--- src/design/pwrfe_pkg.sv ---
`timescale 1ns / 1ps
`default_nettype none
package pwrfe_pkg;

	localparam int unsigned TICK_W      = 16;
	localparam int unsigned CONFIRM_W   = 8;
	localparam int unsigned ADDR_W      = 16;
	localparam int unsigned CMD_W       = 16;
	localparam int unsigned FRAME_W     = CONFIRM_W + ADDR_W + CMD_W;
	localparam int unsigned KIND_W      = 2;
	localparam int unsigned CFG_IDX_W   = 3;
	localparam int unsigned SYM_IDX_W   = 6;

	// symbol index of the final data bit (header is index 0)
	localparam logic [SYM_IDX_W-1:0] LAST_SYM_IDX = SYM_IDX_W'(FRAME_W);

	localparam logic [KIND_W-1:0] KIND_HEADER = 2'd0;
	localparam logic [KIND_W-1:0] KIND_ZERO   = 2'd1;
	localparam logic [KIND_W-1:0] KIND_ONE    = 2'd2;

	localparam logic [CFG_IDX_W-1:0] REG_HEADER_HIGH = 3'd0;
	localparam logic [CFG_IDX_W-1:0] REG_HEADER_LOW  = 3'd1;
	localparam logic [CFG_IDX_W-1:0] REG_ONE_HIGH    = 3'd2;
	localparam logic [CFG_IDX_W-1:0] REG_ONE_LOW     = 3'd3;
	localparam logic [CFG_IDX_W-1:0] REG_ZERO_HIGH   = 3'd4;
	localparam logic [CFG_IDX_W-1:0] REG_ZERO_LOW    = 3'd5;

	localparam logic [TICK_W-1:0] RST_HEADER_HIGH = 16'd240;
	localparam logic [TICK_W-1:0] RST_HEADER_LOW  = 16'd75;
	localparam logic [TICK_W-1:0] RST_ONE_HIGH    = 16'd35;
	localparam logic [TICK_W-1:0] RST_ONE_LOW     = 16'd15;
	localparam logic [TICK_W-1:0] RST_ZERO_HIGH   = 16'd15;
	localparam logic [TICK_W-1:0] RST_ZERO_LOW    = 16'd35;

	typedef struct packed {
		logic [TICK_W-1:0] header_high;
		logic [TICK_W-1:0] header_low;
		logic [TICK_W-1:0] one_high;
		logic [TICK_W-1:0] one_low;
		logic [TICK_W-1:0] zero_high;
		logic [TICK_W-1:0] zero_low;
	} timing_t;

	typedef struct packed {
		logic              busy;
		logic [KIND_W-1:0] kind;
		logic              last;
	} sym_ctl_t;

endpackage
`default_nettype wire

--- src/design/pwrfe_if.sv ---
`timescale 1ns / 1ps
`default_nettype none
interface pwrfe_req_if;
	logic                             valid;
	logic                             ready;
	logic [pwrfe_pkg::CONFIRM_W-1:0]  confirm_code;
	logic [pwrfe_pkg::ADDR_W-1:0]     remote_address;
	logic [pwrfe_pkg::CMD_W-1:0]      command_word;

	modport source (output valid, confirm_code, remote_address, command_word, input ready);
	modport sink (input valid, confirm_code, remote_address, command_word, output ready);
endinterface

interface pwrfe_sym_if;
	logic                          valid;
	logic                          ready;
	logic [pwrfe_pkg::TICK_W-1:0]  high_ticks;
	logic [pwrfe_pkg::TICK_W-1:0]  low_ticks;
	logic [pwrfe_pkg::KIND_W-1:0]  symbol_kind;
	logic                          last_symbol;

	modport source (output valid, high_ticks, low_ticks, symbol_kind, last_symbol, input ready);
	modport sink (input valid, high_ticks, low_ticks, symbol_kind, last_symbol, output ready);
endinterface
`default_nettype wire

--- src/design/pwrfe_cfg_regs.sv ---
`timescale 1ns / 1ps
`default_nettype none
module pwrfe_cfg_regs (
	input  wire logic                              clk,
	input  wire logic                              arst_n,
	input  wire logic                              cfg_wr_en,
	input  wire logic [pwrfe_pkg::CFG_IDX_W-1:0]   cfg_index,
	input  wire logic [pwrfe_pkg::TICK_W-1:0]      cfg_data,
	output pwrfe_pkg::timing_t                     timing
);

	pwrfe_pkg::timing_t timing_q;

	// indexes past the last register drop the write
	always_ff @(posedge clk or negedge arst_n) begin
		if (!arst_n) begin
			timing_q.header_high <= pwrfe_pkg::RST_HEADER_HIGH;
			timing_q.header_low  <= pwrfe_pkg::RST_HEADER_LOW;
			timing_q.one_high    <= pwrfe_pkg::RST_ONE_HIGH;
			timing_q.one_low     <= pwrfe_pkg::RST_ONE_LOW;
			timing_q.zero_high   <= pwrfe_pkg::RST_ZERO_HIGH;
			timing_q.zero_low    <= pwrfe_pkg::RST_ZERO_LOW;
		end else if (cfg_wr_en) begin
			case (cfg_index)
				pwrfe_pkg::REG_HEADER_HIGH: timing_q.header_high <= cfg_data;
				pwrfe_pkg::REG_HEADER_LOW:  timing_q.header_low  <= cfg_data;
				pwrfe_pkg::REG_ONE_HIGH:    timing_q.one_high    <= cfg_data;
				pwrfe_pkg::REG_ONE_LOW:     timing_q.one_low     <= cfg_data;
				pwrfe_pkg::REG_ZERO_HIGH:   timing_q.zero_high   <= cfg_data;
				pwrfe_pkg::REG_ZERO_LOW:    timing_q.zero_low    <= cfg_data;
				default: ;
			endcase
		end
	end

	assign timing = timing_q;

endmodule
`default_nettype wire

--- src/design/pwrfe_frame_shifter.sv ---
`timescale 1ns / 1ps
`default_nettype none
module pwrfe_frame_shifter (
	input  wire logic                              clk,
	input  wire logic                              arst_n,
	input  wire logic                              load,
	input  wire logic [pwrfe_pkg::FRAME_W-1:0]     frame,
	input  wire logic                              advance,
	output pwrfe_pkg::sym_ctl_t                    ctl
);

	logic                               busy_q;
	logic [pwrfe_pkg::SYM_IDX_W-1:0]    idx_q;
	logic [pwrfe_pkg::FRAME_W-1:0]      shift_q;
	logic                               at_last;

	assign at_last = (idx_q == pwrfe_pkg::LAST_SYM_IDX);

	always_ff @(posedge clk or negedge arst_n) begin
		if (!arst_n) begin
			busy_q <= 1'b0;
			idx_q  <= '0;
		end else if (load) begin
			busy_q <= 1'b1;
			idx_q  <= '0;
		end else if (advance) begin
			if (at_last) begin
				busy_q <= 1'b0;
				idx_q  <= '0;
			end else begin
				idx_q <= idx_q + 1'b1;
			end
		end
	end

	// header takes no frame bit; data bits leave msb first
	always_ff @(posedge clk) begin
		if (load) begin
			shift_q <= frame;
		end else if (advance && (idx_q != '0)) begin
			shift_q <= {shift_q[pwrfe_pkg::FRAME_W-2:0], 1'b0};
		end
	end

	always_comb begin
		ctl.busy = busy_q;
		ctl.last = at_last;
		if (idx_q == '0) begin
			ctl.kind = pwrfe_pkg::KIND_HEADER;
		end else if (shift_q[pwrfe_pkg::FRAME_W-1]) begin
			ctl.kind = pwrfe_pkg::KIND_ONE;
		end else begin
			ctl.kind = pwrfe_pkg::KIND_ZERO;
		end
	end

`ifndef SYNTHESIS
	a_idx_range: assert property (@(posedge clk) disable iff (!arst_n)
		idx_q <= pwrfe_pkg::LAST_SYM_IDX)
		else $error("symbol index past last data bit");
	a_idle_idx_zero: assert property (@(posedge clk) disable iff (!arst_n)
		!busy_q |-> idx_q == '0)
		else $error("symbol index not cleared while idle");
	a_load_starts: assert property (@(posedge clk) disable iff (!arst_n)
		load |=> busy_q && idx_q == '0)
		else $error("frame load did not start at header");
	a_last_ends: assert property (@(posedge clk) disable iff (!arst_n)
		advance && at_last && !load |=> !busy_q)
		else $error("frame did not end after last data bit");
`endif

endmodule
`default_nettype wire

--- src/design/pulse_width_remote_frame_encoder_unit.sv ---
`timescale 1ns / 1ps
`default_nettype none
// Pulse-width remote frame encoder. Each request on req (confirm code, remote
// address, command word) becomes 41 symbols on sym: one header pulse, then 40
// data bits msb first (confirm code, address, command). Every symbol carries
// its high and low durations in ticks from the timing registers, its kind
// (header, zero bit, one bit) and a last flag on the final data bit. The
// request word is held in a 40-bit shift register that moves one bit per data
// bit, so a frame is first loaded and then sent out symbol by symbol. A new
// request is taken only once the previous frame has left the shifter, and
// backpressure on sym holds a frame back, though not while it is loaded. The
// final symbol sits in the output register while the next request is taken.
// Timing registers are written through cfg_wr_en / cfg_index / cfg_data;
// indexes past the six registers are dropped.
module pulse_width_remote_frame_encoder_unit (
	input  wire logic                              clk,
	input  wire logic                              arst_n,
	input  wire logic                              cfg_wr_en,
	input  wire logic [pwrfe_pkg::CFG_IDX_W-1:0]   cfg_index,
	input  wire logic [pwrfe_pkg::TICK_W-1:0]      cfg_data,
	pwrfe_req_if.sink                              req,
	pwrfe_sym_if.source                            sym
);

	pwrfe_pkg::timing_t   timing;
	pwrfe_pkg::sym_ctl_t  ctl;
	logic                 load;
	logic                 advance;

	logic                              out_valid_q;
	logic [pwrfe_pkg::TICK_W-1:0]      high_q;
	logic [pwrfe_pkg::TICK_W-1:0]      low_q;
	logic [pwrfe_pkg::KIND_W-1:0]      kind_q;
	logic                              last_q;

	pwrfe_cfg_regs u_cfg (
		.clk       (clk),
		.arst_n    (arst_n),
		.cfg_wr_en (cfg_wr_en),
		.cfg_index (cfg_index),
		.cfg_data  (cfg_data),
		.timing    (timing)
	);

	// take a new request only once the previous frame has left the shifter
	assign req.ready = !ctl.busy;
	assign load      = req.valid && !ctl.busy;

	// advance while a frame is in progress and the output register is free or being drained
	assign advance = ctl.busy && (!out_valid_q || sym.ready);

	pwrfe_frame_shifter u_shift (
		.clk     (clk),
		.arst_n  (arst_n),
		.load    (load),
		.frame   ({req.confirm_code, req.remote_address, req.command_word}),
		.advance (advance),
		.ctl     (ctl)
	);

	always_ff @(posedge clk or negedge arst_n) begin
		if (!arst_n) begin
			out_valid_q <= 1'b0;
		end else if (advance) begin
			out_valid_q <= 1'b1;
		end else if (sym.ready) begin
			out_valid_q <= 1'b0;
		end
	end

	// pick the durations for the symbol kind
	always_ff @(posedge clk) begin
		if (advance) begin
			kind_q <= ctl.kind;
			last_q <= ctl.last;
			case (ctl.kind)
				pwrfe_pkg::KIND_HEADER: begin
					high_q <= timing.header_high;
					low_q  <= timing.header_low;
				end
				pwrfe_pkg::KIND_ONE: begin
					high_q <= timing.one_high;
					low_q  <= timing.one_low;
				end
				default: begin
					high_q <= timing.zero_high;
					low_q  <= timing.zero_low;
				end
			endcase
		end
	end

	assign sym.valid       = out_valid_q;
	assign sym.high_ticks  = high_q;
	assign sym.low_ticks   = low_q;
	assign sym.symbol_kind = kind_q;
	assign sym.last_symbol = last_q;

`ifndef SYNTHESIS
	a_last_not_header: assert property (@(posedge clk) disable iff (!arst_n)
		sym.valid && sym.last_symbol |-> sym.symbol_kind != pwrfe_pkg::KIND_HEADER)
		else $error("header symbol flagged as last");
	a_no_load_while_busy: assert property (@(posedge clk) disable iff (!arst_n)
		!(load && advance))
		else $error("request taken while frame in progress");
	a_header_after_load: assert property (@(posedge clk) disable iff (!arst_n)
		load ##1 advance |=> sym.valid && sym.symbol_kind == pwrfe_pkg::KIND_HEADER)
		else $error("frame did not open with header");
`endif

endmodule
`default_nettype wire

--- src/flat_wrapper.sv ---
// flat-port wrapper written by rule: the top's interface ports become plain ports
module pulse_width_remote_frame_encoder_unit_flat 
  (clk, arst_n, cfg_wr_en, cfg_index, cfg_data, req_valid, req_confirm_code, req_remote_address, req_command_word, req_ready, sym_valid, sym_high_ticks, sym_low_ticks, sym_symbol_kind, sym_last_symbol, sym_ready);
  pwrfe_req_if req_i ();
  pwrfe_sym_if sym_i ();
  input  wire logic clk;
  input  wire logic arst_n;
  input  wire logic cfg_wr_en;
  input  wire logic [pwrfe_pkg::CFG_IDX_W-1:0] cfg_index;
  input  wire logic [pwrfe_pkg::TICK_W-1:0] cfg_data;
  input wire logic [$bits(req_i.valid)-1:0] req_valid;
  input wire logic [$bits(req_i.confirm_code)-1:0] req_confirm_code;
  input wire logic [$bits(req_i.remote_address)-1:0] req_remote_address;
  input wire logic [$bits(req_i.command_word)-1:0] req_command_word;
  output wire logic [$bits(req_i.ready)-1:0] req_ready;
  output wire logic [$bits(sym_i.valid)-1:0] sym_valid;
  output wire logic [$bits(sym_i.high_ticks)-1:0] sym_high_ticks;
  output wire logic [$bits(sym_i.low_ticks)-1:0] sym_low_ticks;
  output wire logic [$bits(sym_i.symbol_kind)-1:0] sym_symbol_kind;
  output wire logic [$bits(sym_i.last_symbol)-1:0] sym_last_symbol;
  input wire logic [$bits(sym_i.ready)-1:0] sym_ready;
  assign req_i.valid = req_valid;
  assign req_i.confirm_code = req_confirm_code;
  assign req_i.remote_address = req_remote_address;
  assign req_i.command_word = req_command_word;
  assign req_ready = req_i.ready;
  assign sym_valid = sym_i.valid;
  assign sym_high_ticks = sym_i.high_ticks;
  assign sym_low_ticks = sym_i.low_ticks;
  assign sym_symbol_kind = sym_i.symbol_kind;
  assign sym_last_symbol = sym_i.last_symbol;
  assign sym_i.ready = sym_ready;
  pulse_width_remote_frame_encoder_unit u_core (.clk(clk), .arst_n(arst_n), .cfg_wr_en(cfg_wr_en), .cfg_index(cfg_index), .cfg_data(cfg_data), .req(req_i), .sym(sym_i));
endmodule
--- config.mk ---
export PLATFORM = sky130hd
export DESIGN_NAME = pulse_width_remote_frame_encoder_unit_flat
export DESIGN_NICKNAME = d
export VERILOG_FILES = /design/src/design/pwrfe_pkg.sv /design/src/design/pwrfe_if.sv /design/src/design/pwrfe_cfg_regs.sv /design/src/design/pwrfe_frame_shifter.sv /design/src/design/pulse_width_remote_frame_encoder_unit.sv /design/src/flat_wrapper.sv
export SDC_FILE = /design/constraint.sdc
export NUM_CORES = 1
export LEC_CHECK = 0
export ABC_CLOCK_PERIOD_IN_PS = 3300
export BUFFER_PORTS_ARGS = -buffer_cell sky130_fd_sc_hd__buf_2
export CAP_MARGIN = 20
export CORE_AREA = 2 2 125 127
export DETAILED_ROUTE_END_ITERATION = 16
export DIE_AREA = 0 0 127 129
export HOLD_SLACK_MARGIN = 0.02
export MAX_ROUTING_LAYER = met4
export PLACE_DENSITY = 0.75
export SYNTH_ARGS = -nofsm -noshare
export SYNTH_HDL_FRONTEND = slang
export SYNTH_SLANG_ARGS = --single-unit
--- constraint.sdc ---
create_clock -name clk -period 3.3 [get_ports clk]
set_input_delay 0.165 -clock clk [delete_from_list [all_inputs] [get_ports clk]]
set_output_delay 0.165 -clock clk [all_outputs]
set_load 0.02 [all_outputs]
==> results of run 1 <==
-- Yosys cell counts (2+ instances only) --
cell type	instances	share of area, %
nor2_1	3	0.15
or4_1	3	0.29
nor4bb_1	2	0.26
a21oi_1	6	0.39
edfxtp_1	75	29
nand2b_1	2	0.16
and2_1	2	0.16
nand4b_1	2	0.23
nor2b_1	3	0.24
inv_1	4	0.19
or3_1	2	0.16
dfrtp_1	82	27
mux2_2	133	19
clkbuf_1	19	0.92
dfstp_2	22	7.5
buf_12	2	0.52
buf_6	2	0.29
nand2_1	122	5.9
buf_2	4	0.26
ha_1	2	0.32
mux2_4	27	5.2
o21ai_0	4	0.26
o31ai_1	3	0.29
-- path summary, 6_finish.rpt --
check,endpoint,slack (ns),cells past startpoint
worst max-delay path,u_core.sym.high_ticks[9]$_DFFE_PP_,0.84,6
worst min-delay path,u_core.u_shift.shift_q[19]$_DFFE_PP_,0.04,3
worst max register to register,u_core.sym.high_ticks[9]$_DFFE_PP_,0.84,6
worst min register to register,u_core.u_cfg.timing[57]$_DFFE_PN0P_,0.50,1
max in group asynchronous,u_core.u_cfg.timing[86]$_DFFE_PN1P_,2.22,3
min in group asynchronous,u_core.u_cfg.timing[44]$_DFFE_PN0P_,0.20,2
-- sequential cells by signal, summed over array words and instances (netlist names) --
register and flops:
u_core.sym.valid 1, u_core.u_cfg.timing 96, u_core.u_shift.shift_q 40, u_core.u_shift.idx_q 6, u_core.sym.symbol_kind 2, u_core.sym.last_symbol 1, u_core.sym.low_ticks 16, u_core.sym.high_ticks 16
u_core.u_shift.busy_q 1
-- per-stage QoR --
stage / power [mW] / setup slack [ns]
2_1_floorplan: 4.31 / 0.284
3_3_place_gp: 4.59 / 0.919
3_5_place_dp: 4.70 / 0.861
4_1_cts: 6.58 / 0.857
5_1_grt: 6.86 / 0.789
6_report: 6.54 / 0.845
-- area by class of cell --
type	instances	area [um2]	share of cell area, %
clock buffer	21	450	4.78
clock inverter	11	85.1	0.904
inverter	4	15.0	0.159
multi-input combinational	326	2730	29.0
sequential	179	4880	51.8
tap	188	235	2.50
timing repair buffer	154	1020	10.8
-- logic make-up (layout without fill, tap and decap cells) --
kind of cell             count (synthesis)  after routing  synth area share, %
multiplexers                           161            161                 24.7
AO/OA/AOI/OAI                           17             17                 1.36
AND/OR/NAND/NOR                        146            146                 8.21
flip-flops                             179            179                 63.1
buffers and inverters                   32            190                 2.28
adder cells (fa/ha/maj)                  2              2                0.323
-- power breakdown --
group	switching, mW	internal (mW)	total (mW)
Combinational	0.675	0.802	1.48
Sequential	0.234	2.98	3.22
Clock	0.797	1.05	1.84
-- per-layer routing --
metal	share of wire, %	GRT usage [%]	vias up
met1	43	24.2	2341
met3	4.4	5.28	15
met2	52	35.4	124
met5	0	-	-
met4	1.1	5.95	0
li1	-	-	2191
-- critical path: cells and delay by family, from the launching register on --
| family | cells | cell delay (ns) |
|---|---|---|
| fa+ha+maj | 1 | 0.14 |
| simple gates | 2 | 0.81 |
| mux | 1 | 0.38 |
| buf+inv | 2 | 0.42 |
| flops | 1 | 0.41 |
==> results.py, run 1 <==
metrics = {
    "cells_and_area": {
        "nNetsFinal": 748,
        "layout_commonest_cell": "mux2_2",
        "design_area_mm2": 0.00942,
        "instances_no_fill": 883,
        "mostFrequentLayoutCells": "mux2_2, nand2_1, buf_2, dfrtp_1, edfxtp_1",
        "area_growth_pct": 21.7,
        "antenna_cells": 0,
        "utilization_pct": 62.9,
        "drive_gt1_share_pct": 47.6,
        "n_fill_cell": 1084,
    },
    "synth": {
        "ys_seq_area_share_pct": 63.1,
        "synth_ff_type": "dfrtp_1",
        "postSynthAreaPerCell_um2": 14.4,
        "syn_inst": 537,
        "async_flop_share_pct": 58.1,
        "synth.cell_area_mm2": 0.00774,
        "ys_ff_latch": 179,
        "ys_warn_count": 0,
        "synth_cell_types": 34,
        "synth_edf_count": 75,
        "syn_nets": 603,
    },
    "route": {
        "vias_per_cell": 5.29,
        "routed_wl_mm": 15.5,
        "ant_nets": 0,
        "drc": 0,
        "drtIter0Drc": 244,
        "first_pass_iters": 4,
        "avgRoutedWirePerCell_um": 17.6,
        "dr_total_vias": 4671,
    },
    "floorplan": {
        "fp.dieH_um": 129,
        "initial_core_util_pct": 51.7,
        "placeableCoreArea_mm2": 0.0150,
        "dieArea_mm2": 0.0164,
        "die_w_um": 127,
        "rows": 45,
        "ios": 101,
    },
    "clock_network": {
        "cts_hold_buf": 40,
        "path_clk_slew_ns": 0.07,
        "clock_path_buffers": 2,
        "cts-resized-gates": 0,
        "post_cts_buffers": 0,
        "cts-buffers-inserted": 17,
        "cts_max_level": 4,
        "cts_sinks": 179,
        "cts-root-buf": "clkbuf_16",
        "cts_tree": "built",
        "clock_latency_ns": 0.42,
    },
    "status": {
        "status": "complete, no violations",
    },
    "sta": {
        "worstMarginPinSlew_ns": 0.711,
        "fmax_mhz": 407,
        "fin_skew_ns": 0.0102,
        "whs_ns": 0.0407,
        "finalSetupTns_ns": 0,
        "drv_slew": 0,
        "rsz0062_at_grt": "no",
        "setup_viol": 0,
        "finalHoldViolCount": 0,
        "slew_headroom_pct": 52.0,
        "period_share_pct": 74.4,
        "final.min_clock_period_ns": 2.46,
    },
    "worst_setup_path": {
        "crit_arrival_ns": 2.62,
        "crit_chain": "inv_1 -> ha_1 -> or3b_4 -> or3_2 -> buf_4 -> mux2_4",
        "cpMaxStageDelayCell": "or3_2",
        "path_class": "flop to flop",
        "cp-startpoint": "u_core.u_shift.idx_q[0]$_DFFE_PN0P_",
        "reg2reg_from": "u_core.u_shift.idx_q[0]$_DFFE_PN0P_",
        "worstPathMaxFanout": 34,
        "setup.worst_path.end_class": "flop",
        "worstPathRequired_ns": 3.47,
        "critPathLaunchType": "flop",
        "max_stage_delay_ns": 0.43,
    },
    "global_routing": {
        "grt_overflow_total": 0,
        "grt_max_degree": 43,
        "first_global_vias": 4992,
        "antenna_found_initial": 0,
        "grt_usage_pct": 20.6,
        "grt_pass1_wl_mm": 25.1,
    },
    "place": {
        "hpwlAfterDp_mm": 9.25,
        "dpl_cell_area_mm2": 0.00847,
        "place.port_buffers": 100,
        "placedCellCount": 810,
        "gp_congestion": 0.759,
    },
    "hold_path": {
        "hp-start": "req_remote_address[3]",
        "min_path_type": "input port to flop",
    },
    "power": {
        "power_density_mw_per_mm2": 694,
        "power.leakage_nw": 4.13,
        "ir_worst_vdd_mv": 0.337,
    },
    "flow_run": {
        "drv_cap": 0,
    },
}
Note: power is estimated with default switching activity, not from simulation.
==> run 2, diff against run 1 <==
--- a/config.mk
+++ b/config.mk
@@ -5,15 +5,15 @@
 export SDC_FILE = /design/constraint.sdc
 export NUM_CORES = 1
 export LEC_CHECK = 0
-export ABC_CLOCK_PERIOD_IN_PS = 3300
+export ABC_CLOCK_PERIOD_IN_PS = 2260
 export BUFFER_PORTS_ARGS = -buffer_cell sky130_fd_sc_hd__buf_2
 export CAP_MARGIN = 20
-export CORE_AREA = 2 2 125 127
+export CORE_AREA = 2 2 122 124
 export DETAILED_ROUTE_END_ITERATION = 16
-export DIE_AREA = 0 0 127 129
+export DIE_AREA = 0 0 124 126
 export HOLD_SLACK_MARGIN = 0.02
 export MAX_ROUTING_LAYER = met4
-export PLACE_DENSITY = 0.75
+export PLACE_DENSITY = 0.76
 export SYNTH_ARGS = -nofsm -noshare
 export SYNTH_HDL_FRONTEND = slang
 export SYNTH_SLANG_ARGS = --single-unit
==> constraint.sdc (replaced) <==
create_clock -name clk -period 2.26 [get_ports clk]
set_input_delay 0.113 -clock clk [delete_from_list [all_inputs] [get_ports clk]]
set_output_delay 0.113 -clock clk [all_outputs]
set_load 0.02 [all_outputs]
==> run 2 against run 1 <==
Clock-buffer cell count increased by 1. Core utilization increased by 4.8 points. Setup slack got worse by 0.69 ns. Combinational power increased by 53%. Flip-flop and latch count unchanged. Via count increased by 3.1%. Fmax increased by 17%.
==> results.py, run 2 (synthesized netlist as in run 1, its figures left out) <==
metrics = {
    "status": {
        "status": "complete, no violations",
    },
    "route": {
        "wl_met3_um": 712,
        "vias_per_cell": 5.36,
        "wl_met1_mm": 7.16,
        "first_pass_iters": 4,
        "routed.top_layer": "met4",
        "ant_nets": 0,
        "dr_total_vias": 4817,
        "route.met2.wl_mm": 8.02,
        "avgRoutedWirePerCell_um": 17.9,
        "routed_wl_mm": 16.1,
        "drtIter0Drc": 350,
        "drc": 0,
    },
    "sta": {
        "setup_viol": 0,
        "finalSetupTns_ns": 0,
        "setup_slack_ns": 0.155,
        "fmax_mhz": 475,
        "worstMarginPinSlew_ns": 0.725,
        "finalHoldViolCount": 0,
        "final.min_clock_period_ns": 2.10,
        "slew_headroom_pct": 51.0,
        "rsz0062_at_grt": "no",
        "period_share_pct": 93.1,
        "fin_skew_ns": 0.00676,
        "drv_slew": 0,
    },
    "power": {
        "comb_power_share_pct": 23.2,
        "power_mw": 9.75,
        "power_density_mw_per_mm2": 1010,
        "swShare_pct": 26.1,
        "pwr-share-clk_pct": 28.7,
        "switchingPower_mw": 2.55,
        "ir_worst_vdd_mv": 0.686,
        "p_seq_share_pct": 48.1,
        "power.leakage_nw": 4.24,
        "intPower_mw": 7.20,
    },
    "clock_network": {
        "cts-buffers-inserted": 17,
        "clock_path_buffers": 2,
        "cts-root-buf": "clkbuf_16",
        "cts_max_level": 4,
        "path_clk_slew_ns": 0.06,
        "cts_sinks": 179,
        "post_cts_buffers": 0,
        "cts_tree": "built",
        "clock_latency_ns": 0.43,
    },
    "cells_and_area": {
        "nNetsFinal": 768,
        "layout_commonest_cell": "mux2_2",
        "antenna_cells": 0,
        "multi_input_area_mm2": 0.00274,
        "mostFrequentLayoutCells": "mux2_2, nand2_1, buf_2, dfrtp_1, edfxtp_1",
        "largest_reg_flops": 96,
        "drive_gt1_share_pct": 46.9,
        "utilization_pct": 67.6,
        "n_fill_cell": 1005,
        "area_growth_pct": 25.1,
        "regArea_mm2": 0.00488,
    },
    "hold_path": {
        "min_path_type": "input port to flop",
        "hp-start": "sym_ready",
    },
    "global_routing": {
        "grt_max_degree": 57,
        "first_global_vias": 5066,
        "antenna_found_initial": 0,
        "grt_overflow_total": 0,
        "grt_usage_pct": 22.5,
        "grt_pass1_wl_mm": 25.7,
    },
    "place": {
        "place.port_buffers": 100,
        "hpwlAfterDp_mm": 9.35,
        "gp_congestion": 0.824,
        "pre_cts_ws_ns": 0.0146,
    },
    "worst_setup_path": {
        "cp-startpoint": "u_core.u_shift.idx_q[0]$_DFFE_PN0P_",
        "reg2reg_from": "u_core.u_shift.idx_q[0]$_DFFE_PN0P_",
        "critPathLaunchType": "flop",
        "crit_arrival_ns": 2.28,
        "worstPathMaxFanout": 23,
        "worstPathRequired_ns": 2.44,
        "path_class": "flop to flop",
        "setup.worst_path.end_class": "flop",
    },
    "floorplan": {
        "fp.dieH_um": 126,
        "rows": 44,
        "ios": 101,
        "die_w_um": 124,
        "placeableCoreArea_mm2": 0.0143,
        "dieArea_mm2": 0.0156,
        "initial_core_util_pct": 54.1,
    },
    "flow_run": {
        "drv_cap": 0,
    },
}
-- run 2: final cells by class --
type	count	area share, %
Clock buffer	22	4.91
Clock inverter	10	0.840
Inverter	4	0.155
Multi-Input combinational cell	326	28.3
Sequential cell	179	50.4
Tap cell	184	2.38
Timing Repair Buffer	174	13.0
-- run 2: power by group through the flow --
stage	registers, mW	clock network [mW]	logic, mW
global placement	4.69	0	2.09
CTS	4.69	2.83	2.26
floorplan	4.85	0	1.45
detailed placement	4.74	0	2.18
global route	4.77	2.98	2.46
finish	4.69	2.80	2.26
-- run 2: path summary, 6_finish.rpt --
| path | to | slack [ns] | depth (start not counted) |
|---|---|---|---|
| min in group asynchronous | u_core.u_cfg.timing[43]$_DFFE_PN0P_ | 0.27 | 2 |
| worst max-delay path | u_core.sym.low_ticks[12]$_DFFE_PP_ | 0.16 | 6 |
| worst min register to register | u_core.u_cfg.timing[2]$_DFFE_PN0P_ | 0.50 | 1 |
| max in group asynchronous | u_core.u_cfg.timing[87]$_DFFE_PN1P_ | 1.20 | 3 |
| worst max register to register | u_core.sym.low_ticks[12]$_DFFE_PP_ | 0.16 | 6 |
| worst min-delay path | u_core.sym.valid$_DFFE_PN0P_ | 0.05 | 3 |
-- run 2: metal layers --
metal / track usage [%] / vias to the layer above
met5: - / -
met4: 7.53 / 0
met3: 4.53 / 21
met2: 35.2 / 137
met1: 29.5 / 2426
li1: - / 2233
-- run 2: critical path, cell delays in order (launching register included) --
cell     delay, ns
dfrtp_1       0.38
inv_1         0.08
ha_1          0.14
or3b_4        0.37
or3_4         0.38
buf_12        0.20
mux2_4        0.31
-- run 2: per-stage QoR --
step / hold slack, ns / cell area (um2) / instances
CTS: 0.0309 / 9670 / 899
global placement: 0.179 / 8540 / 809
detailed placement: 0.199 / 8540 / 809
global route: 0.0819 / 9680 / 899
finish: 0.0487 / 9680 / 899
floorplan: -0.183 / 7750 / 537
-- run 2: repair_timing --
| action | 4_1_cts | 5_1_grt |
|---|---|---|
| resized for setup | 0 | 2 |
| endpoints found under the setup margin | 0 | 32 |
| hold endpoints to repair | 177 | 0 |
| hold buffers | 58 | 0 |
